==> config.mk <==
export PLATFORM = sky130hd
export DESIGN_NAME = minmod_interface_reconstruction
export DESIGN_NICKNAME = d
export VERILOG_FILES = /design/src/sv/mmr_pkg.sv /design/src/sv/mmr_cell.sv /design/src/sv/mmr_face.sv /design/src/sv/minmod_interface_reconstruction.sv
export SDC_FILE = /design/constraint.sdc
export NUM_CORES = 2
export LEC_CHECK = 0
export BUFFER_PORTS_ARGS = -buffer_cell sky130_fd_sc_hd__clkbuf_2
export CAP_MARGIN = 30
export CORE_UTILIZATION = 47
export CTS_BUF_LIST = sky130_fd_sc_hd__clkbuf_16
export DETAILED_ROUTE_END_ITERATION = 6
export PLACE_DENSITY = 0.64
export SLEW_MARGIN = 10
export SYNTH_ARGS = -nofsm -noshare
export SYNTH_HDL_FRONTEND = slang
export SYNTH_SLANG_ARGS = --single-unit
==> constraint.sdc <==
create_clock -name i_clk -period 21.1 [get_ports i_clk]
set_input_delay 0 -clock i_clk [delete_from_list [all_inputs] [get_ports i_clk]]
set_output_delay 0 -clock i_clk [all_outputs]
set_load 0.005 [all_outputs]
==> src/sv/mmr_pkg.sv <==
// Shared constants and types for the minmod interface reconstruction block.
package mmr_pkg;

    localparam int NUM_LANES = 4;  // density, velocity_x, velocity_y, energy

    localparam int CFG_IDX_W  = 2;
    localparam int CFG_DATA_W = 11;

    typedef logic [CFG_IDX_W-1:0]  t_cfg_idx;
    typedef logic [CFG_DATA_W-1:0] t_cfg_data;

    localparam t_cfg_idx CFG_RECON_MODE     = 2'd0;
    localparam t_cfg_idx CFG_INTERIOR_CELLS = 2'd1;
    localparam t_cfg_idx CFG_GHOST_CELLS    = 2'd2;

    localparam logic       MODE_CONSTANT = 1'b0;
    localparam logic       MODE_LINEAR   = 1'b1;

    localparam logic [10:0] INTERIOR_RESET = 11'd64;
    localparam logic [3:0]  GHOST_RESET    = 4'd2;
    localparam logic [3:0]  GHOST_MIN      = 4'd2;
    localparam logic [3:0]  GHOST_MAX      = 4'd8;

    // Control from the top level into the window cells
    typedef struct packed {
        logic load;     // shift a new cell into the chain
    } t_cell_ctrl;

endpackage

==> src/sv/mmr_cell.sv <==
// One window cell: holds a cell's four values and its difference to the older neighbor.
module mmr_cell
    import mmr_pkg::*;
#(
    parameter int VALUE_W = 32
) (
    input  logic                                 i_clk,
    input  logic                                 i_rst_n,
    input  t_cell_ctrl                           i_ctrl,
    input  logic [NUM_LANES-1:0][VALUE_W-1:0]    i_val,
    output logic [NUM_LANES-1:0][VALUE_W-1:0]    o_val,
    output logic [NUM_LANES-1:0][VALUE_W:0]      o_diff
);

    logic [NUM_LANES-1:0][VALUE_W-1:0] r_val;
    logic [NUM_LANES-1:0][VALUE_W:0]   r_diff;
    logic [NUM_LANES-1:0][VALUE_W:0]   n_diff;

    // The value arriving from the newer side follows the value held here,
    // so its backward difference is formed against r_val.
    always_comb begin
        for (int k = 0; k < NUM_LANES; k++) begin
            n_diff[k] = {i_val[k][VALUE_W-1], i_val[k]} - {r_val[k][VALUE_W-1], r_val[k]};
        end
    end

    always_ff @(posedge i_clk) begin
        if (!i_rst_n) begin
            r_val  <= '0;
            r_diff <= '0;
        end else if (i_ctrl.load) begin
            r_val  <= i_val;
            r_diff <= n_diff;
        end
    end

    assign o_val  = r_val;
    assign o_diff = r_diff;

endmodule

==> src/sv/mmr_face.sv <==
// Face state of one cell: value plus or minus half the minmod slope, or the plain value.
module mmr_face
    import mmr_pkg::*;
#(
    parameter int VALUE_W = 32
) (
    input  logic                                 i_linear,
    input  logic                                 i_sub,       // 1: right face (value - slope/2)
    input  logic [NUM_LANES-1:0][VALUE_W-1:0]    i_val,
    input  logic [NUM_LANES-1:0][VALUE_W:0]      i_diff_own,  // cell - older neighbor
    input  logic [NUM_LANES-1:0][VALUE_W:0]      i_diff_next, // newer neighbor - cell
    output logic [NUM_LANES-1:0][VALUE_W-1:0]    o_face
);

    always_comb begin
        logic [VALUE_W:0] da;
        logic [VALUE_W:0] db;
        logic [VALUE_W:0] sel;
        logic [VALUE_W:0] hs;
        logic [VALUE_W:0] vext;
        logic [VALUE_W:0] sum;
        logic             pos_both;
        logic             neg_both;
        logic             lt;
        for (int k = 0; k < NUM_LANES; k++) begin
            da       = i_diff_own[k];
            db       = i_diff_next[k];
            pos_both = !da[VALUE_W] && (|da) && !db[VALUE_W] && (|db);
            neg_both = da[VALUE_W] && db[VALUE_W];
            lt       = $signed(da) < $signed(db);
            // smaller magnitude: min when rising, max when falling
            if (pos_both) begin
                sel = lt ? da : db;
            end else if (neg_both) begin
                sel = lt ? db : da;
            end else begin
                sel = '0;
            end
            hs   = $signed(sel) >>> 1;  // floor of half
            vext = {i_val[k][VALUE_W-1], i_val[k]};
            sum  = i_sub ? (vext - hs) : (vext + hs);
            o_face[k] = i_linear ? sum[VALUE_W-1:0] : i_val[k];
        end
    end

endmodule

==> src/sv/minmod_interface_reconstruction.sv <==
// Top level: streaming MUSCL face reconstruction with minmod limiter over one grid line.
//
//  channel   dir  handshake                     payload
//  s_axis    in   s_axis_tvalid/s_axis_tready   tdata: cell values, tuser: line_start
//  m_axis    out  m_axis_tvalid/m_axis_tready   tdata: left then right faces, tlast
//  cfg       in   i_cfg_valid/o_cfg_ready       i_cfg_index, i_cfg_data
//
// One cell per cycle sustained while the face stream is not stalled. A request
// moves through two register stages: the window chain (three cells plus
// backward differences) and the output register.
// The output register frees the input side: a new cell is taken while a
// result waits, as long as the pending face is able to move forward.
// Synchronous active-low reset clears the window to zero, the position
// counter, and restores register defaults; no clearing pass is needed.
module minmod_interface_reconstruction
    import mmr_pkg::*;
#(
    parameter int MAX_LINE_CELLS = 1024,
    parameter int VALUE_WIDTH    = 32
) (
    input  logic                        i_clk,
    input  logic                        i_rst_n,
    // cell stream
    input  logic                        s_axis_tvalid,
    output logic                        s_axis_tready,
    // tdata, low bit up: density, velocity_x, velocity_y, energy, zero fill
    input  logic [((4*VALUE_WIDTH+7)/8)*8-1:0] s_axis_tdata,
    // tuser: line_start
    input  logic                        s_axis_tuser,
    // face stream
    output logic                        m_axis_tvalid,
    input  logic                        m_axis_tready,
    // tdata, low bit up: left_density, left_velocity_x, left_velocity_y, left_energy,
    // right_density, right_velocity_x, right_velocity_y, right_energy, zero fill
    output logic [((8*VALUE_WIDTH+7)/8)*8-1:0] m_axis_tdata,
    output logic                        m_axis_tlast,   // last_face
    // configuration writes
    input  logic                        i_cfg_valid,
    output logic                        o_cfg_ready,
    input  t_cfg_idx                    i_cfg_index,
    input  t_cfg_data                   i_cfg_data
);

    localparam int IN_W      = ((4*VALUE_WIDTH+7)/8)*8;
    localparam int OUT_W     = ((8*VALUE_WIDTH+7)/8)*8;
    localparam int POS_LIMIT = MAX_LINE_CELLS + 2*8 + 1;
    localparam int POS_W     = $clog2(POS_LIMIT + 1);
    localparam int NW        = (POS_W > 11) ? POS_W : 11;

    // ---------------- configuration registers ----------------
    logic        r_mode;
    logic [10:0] r_interior;
    logic [3:0]  r_ghost;

    assign o_cfg_ready = 1'b1;

    always_ff @(posedge i_clk) begin
        if (!i_rst_n) begin
            r_mode     <= MODE_LINEAR;
            r_interior <= INTERIOR_RESET;
            r_ghost    <= GHOST_RESET;
        end else if (i_cfg_valid && o_cfg_ready) begin
            unique case (i_cfg_index)
                CFG_RECON_MODE:     r_mode     <= i_cfg_data[0];
                CFG_INTERIOR_CELLS: r_interior <= i_cfg_data[10:0];
                CFG_GHOST_CELLS:    r_ghost    <= i_cfg_data[3:0];
                default:            ;   // unused index, write dropped
            endcase
        end
    end

    // clamped ghost and interior counts, and the position window that emits
    logic [3:0]       ghost_eff;
    logic [NW-1:0]    interior_ext;
    logic [POS_W-1:0] interior_eff;
    logic [POS_W-1:0] first_pos;
    logic [POS_W-1:0] last_pos;

    always_comb begin
        if (r_ghost < GHOST_MIN) begin
            ghost_eff = GHOST_MIN;
        end else if (r_ghost > GHOST_MAX) begin
            ghost_eff = GHOST_MAX;
        end else begin
            ghost_eff = r_ghost;
        end
        interior_ext = NW'(r_interior);
        if (interior_ext > NW'(MAX_LINE_CELLS)) begin
            interior_eff = POS_W'(MAX_LINE_CELLS);
        end else begin
            interior_eff = POS_W'(interior_ext);
        end
        first_pos = POS_W'(ghost_eff) + POS_W'(1);
        last_pos  = first_pos + interior_eff;
    end

    // ---------------- handshake and control ----------------
    logic r_pend;       // window holds a face that has not reached the output yet
    logic r_pend_last;
    logic r_ovalid;
    logic out_free;
    logic in_acc;
    logic fire_out;

    assign out_free      = !r_ovalid || m_axis_tready;
    assign s_axis_tready = !r_pend || out_free;
    assign in_acc        = s_axis_tvalid && s_axis_tready;
    assign fire_out      = r_pend && out_free;

    // position counter
    logic [POS_W-1:0] r_pos;
    logic [POS_W-1:0] pos;
    logic             emit;
    logic             is_last;

    always_comb begin
        pos     = s_axis_tuser ? '0 : r_pos;
        emit    = (pos >= first_pos) && (pos <= last_pos);
        is_last = (pos == last_pos);
    end

    always_ff @(posedge i_clk) begin
        if (!i_rst_n) begin
            r_pos       <= '0;
            r_pend      <= 1'b0;
            r_pend_last <= 1'b0;
            r_ovalid    <= 1'b0;
        end else begin
            if (in_acc) begin
                r_pos       <= (pos < POS_W'(POS_LIMIT)) ? pos + POS_W'(1) : POS_W'(POS_LIMIT);
                r_pend      <= emit;
                r_pend_last <= is_last;
            end else if (fire_out) begin
                r_pend <= 1'b0;
            end
            if (fire_out) begin
                r_ovalid <= 1'b1;
            end else if (m_axis_tready) begin
                r_ovalid <= 1'b0;
            end
        end
    end

    // ---------------- window chain ----------------
    // cell 2 is the newest; data moves toward cell 0 on every accepted cell
    logic [NUM_LANES-1:0][VALUE_WIDTH-1:0] cur;
    logic [NUM_LANES-1:0][VALUE_WIDTH-1:0] cell_val  [3];
    logic [NUM_LANES-1:0][VALUE_WIDTH:0]   cell_diff [3];
    t_cell_ctrl                            cell_ctrl;

    assign cur            = s_axis_tdata[4*VALUE_WIDTH-1:0];
    assign cell_ctrl.load = in_acc;

    mmr_cell #(.VALUE_W(VALUE_WIDTH)) u_cell0 (
        .i_clk  (i_clk),
        .i_rst_n(i_rst_n),
        .i_ctrl (cell_ctrl),
        .i_val  (cell_val[1]),
        .o_val  (cell_val[0]),
        .o_diff (cell_diff[0])
    );

    mmr_cell #(.VALUE_W(VALUE_WIDTH)) u_cell1 (
        .i_clk  (i_clk),
        .i_rst_n(i_rst_n),
        .i_ctrl (cell_ctrl),
        .i_val  (cell_val[2]),
        .o_val  (cell_val[1]),
        .o_diff (cell_diff[1])
    );

    mmr_cell #(.VALUE_W(VALUE_WIDTH)) u_cell2 (
        .i_clk  (i_clk),
        .i_rst_n(i_rst_n),
        .i_ctrl (cell_ctrl),
        .i_val  (cur),
        .o_val  (cell_val[2]),
        .o_diff (cell_diff[2])
    );

    // ---------------- face states ----------------
    // left face from the older interface cell, right face from the newer one
    logic [NUM_LANES-1:0][VALUE_WIDTH-1:0] left_face;
    logic [NUM_LANES-1:0][VALUE_WIDTH-1:0] right_face;

    mmr_face #(.VALUE_W(VALUE_WIDTH)) u_face_left (
        .i_linear   (r_mode == MODE_LINEAR),
        .i_sub      (1'b0),
        .i_val      (cell_val[0]),
        .i_diff_own (cell_diff[0]),
        .i_diff_next(cell_diff[1]),
        .o_face     (left_face)
    );

    mmr_face #(.VALUE_W(VALUE_WIDTH)) u_face_right (
        .i_linear   (r_mode == MODE_LINEAR),
        .i_sub      (1'b1),
        .i_val      (cell_val[1]),
        .i_diff_own (cell_diff[1]),
        .i_diff_next(cell_diff[2]),
        .o_face     (right_face)
    );

    // ---------------- output register ----------------
    logic [OUT_W-1:0] r_odata;
    logic             r_olast;

    always_ff @(posedge i_clk) begin
        if (fire_out) begin
            r_odata <= OUT_W'({right_face, left_face});
            r_olast <= r_pend_last;
        end
    end

    assign m_axis_tvalid = r_ovalid;
    assign m_axis_tdata  = r_odata;
    assign m_axis_tlast  = r_olast;

    // zero fill bits of the input carry nothing
    logic unused_fill;
    assign unused_fill = ^s_axis_tdata[IN_W-1:0];

endmodule

# Word-level counts from Yosys, hierarchy flattened
# Cells that the tools add are included.
# op_classes
add_sub_neg	23
n_lt_le_gt_ge	14
n_eq_ne	3
mux	49
n_reduce_logical	69
# op_table
operator	count
33-bit two-way mux	32
33-bit OR reduction	12
32-bit by 32-bit subtractor with 33-bit output	12
33-bit < comparator	8
32-bit two-way mux	8
32-bit adder	4
32-bit subtractor	4
1-bit logical AND	35
11-bit two-way mux	3
1-bit logical NOT	14
11-bit by 1-bit adder with 11-bit output, second input constant	1
5-bit by 11-bit adder with 11-bit output	1
11-bit == test	1
11-bit by 5-bit >= comparator with 1-bit output	1
11-bit > comparator, second input constant	1
11-bit less-or-equal comparator	1
11-bit < comparator, second input constant	1
4-bit two-way mux	2
2-bit AND reduction	3
4-bit by 1-bit adder with 5-bit output, second input constant	1
4-bit > comparator, second input constant	1
4-bit by 2-bit < comparator with 1-bit output, second input constant	1
1-bit two-way mux	4
2-bit nonzero test	2
4 further kinds	5
# totals
ff_bits	1067
in_bits	147
output_inout_bits	260
word_cells	191

# Logic depth before layout (Yosys ltp)
# logic_depth
depth_word	8
ltp_mapped	28

# Cells and area by module
# A second synthesis with hierarchy kept.
# hier_totals
hier_cells	10754
hier_area_um2	89903.7
# by_module_without_submodules
mod	instances	cells_each	area_each_um2	seq_area_each_um2
mmr_cell (u_cell0)	1	1936	16455.8	5205.0
mmr_face (u_face_left)	1	2251	16275.6	0.0
mmr_face (u_face_right)	1	2270	15965.3	0.0
mmr_cell (u_cell2)	1	1888	15650.0	5205.0
mmr_cell (u_cell1)	1	1888	15647.5	5205.0
minmod_interface_reconstruction	1	521	9909.5	8318.0

# Least setup slack after synthesis
# OpenSTA, ideal clock, no wires.
# synth_path
path_type	reg2reg
from	register r_ovalid (netlist: m_axis_tvalid)
to	register r_odata[0] (netlist: m_axis_tdata[0]) (enable)
setup_time_ns	0.911
t_arrival_ns	11.789
slack_ns	8.400
stages_incl_launch_ff	3
path_buffers	0
synth_period_minus_slack_ns	12.700
path_cell_list	dfxtp_1 nor2b_1 nor2b_1
# synth_between
elab_chain_len	3
# synth_lines
item	line	text
from (decl)	minmod_interface_reconstruction.sv:100	logic r_ovalid;
from (signal assigned)	minmod_interface_reconstruction.sv:127	r_ovalid <= 1'b0;
from (signal assigned)	minmod_interface_reconstruction.sv:137	r_ovalid <= 1'b1;
from (signal assigned)	minmod_interface_reconstruction.sv:139	r_ovalid <= 1'b0;
1-bit logical NOT	minmod_interface_reconstruction.sv:105	assign out_free = !r_ovalid || m_axis_tready;
1-bit logical OR	minmod_interface_reconstruction.sv:105	
1-bit logical AND	minmod_interface_reconstruction.sv:108	assign fire_out = r_pend && out_free;
net fire_out	minmod_interface_reconstruction.sv:103	logic fire_out;
to (signal assigned)	minmod_interface_reconstruction.sv:210	r_odata <= OUT_W'({right_face, left_face});
to (decl)	minmod_interface_reconstruction.sv:205	logic [OUT_W-1:0] r_odata;
# The timed path passes the listed nets, and every way through them passes these cells.
# A chain may end at the register's enable or synchronous reset.

==> results.py <==
metrics = {
    "status": {
        "status": "finished with violations",
        "failed_checks": "design-rule violations",
    },
    "synth": {
        "avgSynthCellArea_um2": 7.90,
        "syn_area_mm2": 0.0784,
        "ys_ff_latch": 1067,
        "yosys_most_used_dff": "dfxtp_1",
        "synth_edf_count": 257,
        "ys_seq_area_frac": 0.305,
        "synthCells": 9923,
        "yosys_warnings": 0,
        "synthArstFlopShare": 0,
        "yosysUniqueCellTypes": 86,
    },
    "critical_path": {
        "cp_data_required_time_ps": 21610,
        "crit_slowest_cell": "a2111oi_0",
        "cp-end-kind": "register",
        "worstRegToRegCells": 27,
        "critPathLaunch": "u_cell2.o_diff[67]",
        "r2r-end": "m_axis_tdata[222]",
        "reg2reg_slack_ps": 13370,
        "worst_path_most_repeated_cell": "a21oi_1",
        "worstSetupStartpointType": "register",
        "worstSetupPathType": "register to register",
        "r2r-start": "u_cell2.o_diff[67]",
        "cp.arrival_ps": 8240,
        "critPathMaxStageDelay_ps": 830,
        "worstPathMaxFanout": 23,
    },
    "routing": {
        "viasPerCell": 5.78,
        "wl_per_cell_um": 20.1,
        "ant_nets": 0,
        "wl_um": 256000,
        "first_iter_violations": 6067,
        "dr.pass1.iters": 7,
        "drc": 51,
        "vias": 73500,
    },
    "timing": {
        "skew_ps": 33.8,
        "fin_crit_ps": 7730,
        "setup_violations": 0,
        "maxSlewViolCount": 0,
        "clock.fmax_mhz": 129,
        "worst_slew_pin_slew_ps": 986,
        "finalCritPeriodShare": 0.366,
        "finalHoldViolations": 0,
        "finalSetupTns_ps": 0,
        "holdWs_ps": 47.5,
        "slew_headroom": 0.342,
        "grt_setup_unrepaired": "no",
        "setup_ws_ps": 13370,
    },
    "clock_tree": {
        "clk_pin_slew_ps": 60,
        "cts_buffers": 133,
        "cts_root_buffer": "clkbuf_16",
        "cts_setup_buffers": 0,
        "cts-htree-levels": 4,
        "clockBufferDepth": 3,
        "tritoncts": "yes",
        "numClockSinks": 1067,
        "clock_latency_ps": 810,
    },
    "grt": {
        "grt.overflow.total": 0,
        "grt_max_degree": 176,
        "grt_pass1_wl_um": 395000,
        "antenna_found_initial": 11,
        "grt_pass1_vias": 69249,
        "grt_use_total": 0.295,
    },
    "layout": {
        "nets": 11493,
        "seqCellArea_mm2": 0.0239,
        "drive_gt1_frac": 0.0703,
        "finish.utilization": 0.541,
        "final_area_mm2": 0.0895,
        "stdcell_count": 12710,
        "multi_input_area_mm2": 0.0501,
        "fillers": 15525,
        "syn2layout_area_growth_pct": 14.1,
    },
    "pwr": {
        "powerDensity_mw_per_mm2": 84.9,
        "ir_drop_mv": 0.0881,
        "p_total_mw": 7.60,
        "p_leak_nw": 38.6,
    },
    "worst_hold_path": {
        "holdPathEnd": "u_cell2.o_val[36]",
        "whs_path_depth": 4,
        "hold_path_class": "input port to register",
        "hold_start": "s_axis_tdata[36]",
    },
    "floorplanning": {
        "design.core.area_mm2": 0.165,
        "die_h_um": 410,
        "num_rows": 149,
        "num_io_pins": 407,
        "die_area_mm2": 0.169,
        "initial_utilization": 0.474,
        "die_w_um": 410,
    },
    "placement": {
        "place_inst": 12181,
        "hpwl_um": 190000,
        "dp_slack_ps": 13630,
        "post_dp_cell_area_mm2": 0.0823,
        "port_buffers": 405,
        "gp_congestion": 0.943,
    },
    "run": {
        "drv_cap": 0,
    },
}
cells in the mapped netlist (126+ instances only):
cell         n  area [um2]
nor2b_1    126         788
nand2_1   1607        6030
nand3_1    131         656
a21oi_1   1145        5730
dfxtp_1    810       16200
nor2_1     494        1850
xor2_1     201        1760
edfxtp_1   257        7720
a22oi_1    132         991
o21ai_0    585        2930
clkbuf_1   367        1380
ha_1       919       11500
xnor2_1    318        2790
a21o_1     369        2770
inv_1      816        3060
a22o_1     132        1160
report_power, final:
part,leakage [nW],switching (mW),internal [mW]
clock,2.20,0.979,1.32
combinational,27.4,1.69,1.14
sequential,8.95,0.187,2.29
logic make-up (layout without fill, tap and decap cells):
logic type | count (synthesis) | after routing | synth area share
AOI/OAI and AO/OA | 3083 | 3083 | 0.244
and+or+nand+nor | 3010 | 3010 | 0.171
buffers and inverters | 1214 | 1808 | 0.0582
DFF | 1067 | 1067 | 0.305
adders and majority gates | 940 | 940 | 0.152
xor gates and xnor gates | 519 | 519 | 0.0580
muxes | 88 | 88 | 0.0113
other | 2 | 6 | 0.0000958
worst max-delay path by stage:
stage / end / slack, ps / cells after the start
after floorplan: m_axis_tdata[0] / 8400 / 2
after global placement: m_axis_tdata[222] / 13830 / 27
after detailed placement: m_axis_tdata[222] / 13630 / 27
after CTS: m_axis_tdata[222] / 13570 / 27
after global routing: m_axis_tdata[222] / 13200 / 27
final: m_axis_tdata[222] / 13370 / 27
cell type report:
type	count	area share
Clock buffer	139	0.0389
Clock inverter	108	0.00941
Timing Repair Buffer	745	0.0597
Sequential cell	1067	0.268
Multi-Input combinational cell	7643	0.559
Tap cell	2189	0.0306
Inverter	816	0.0343
Antenna cell	3	0.0000839
flip-flops by register name, summed over array words and instances (netlist names), 4 cells and up:
register / count
m_axis_tdata: 256
u_cell0.o_diff: 132
u_cell1.o_diff: 132
u_cell2.o_diff: 132
u_cell0.o_val: 128
u_cell1.o_val: 128
u_cell2.o_val: 128
interior_ext: 11
r_pos: 11
r_ghost: 4
worst max-delay path: cells and delay by family (launching register included):
family | cells | cell delay [ps]
AO/OA/AOI/OAI | 16 | 4200
XOR/XNOR | 2 | 390
adder cells (fa/ha/maj) | 3 | 890
buffers and inverters | 3 | 530
flip-flops | 1 | 380
multiplexers | 1 | 570
AND/OR/NAND/NOR | 2 | 490
cells in the final DEF, fill, tap and decap left out, drive strengths merged, types with 119 or more instances in the layout:
cell and n:
xor2 201, xnor2 318, inv 853, nand3 131
nand4 119, dfxtp 810, nand2 1607, clkbuf 544
edfxtp 257, ha 919, nor2 494, dlygate4sd3 276
a21o 369, a21oi 1145, o21ai 630, a22o 132
nor2b 126, a22oi 132
per-layer routing:
layer | part of all wire | up-vias | GRT usage
met5 | 0.00021 | - | 0
met4 | 0.034 | 8 | 0.101
met3 | 0.062 | 391 | 0.0419
met2 | 0.45 | 2204 | 0.466
met1 | 0.46 | 34710 | 0.409
li1 | - | 36187 | -
timing repair:
| item | in CTS | in global routing |
|---|---|---|
| endpoints found under the hold margin | 379 | 0 |
| gates resized for setup | 0 | 0 |
| hold buffers | 276 | 0 |
Power figures use the tool's default switching activity.
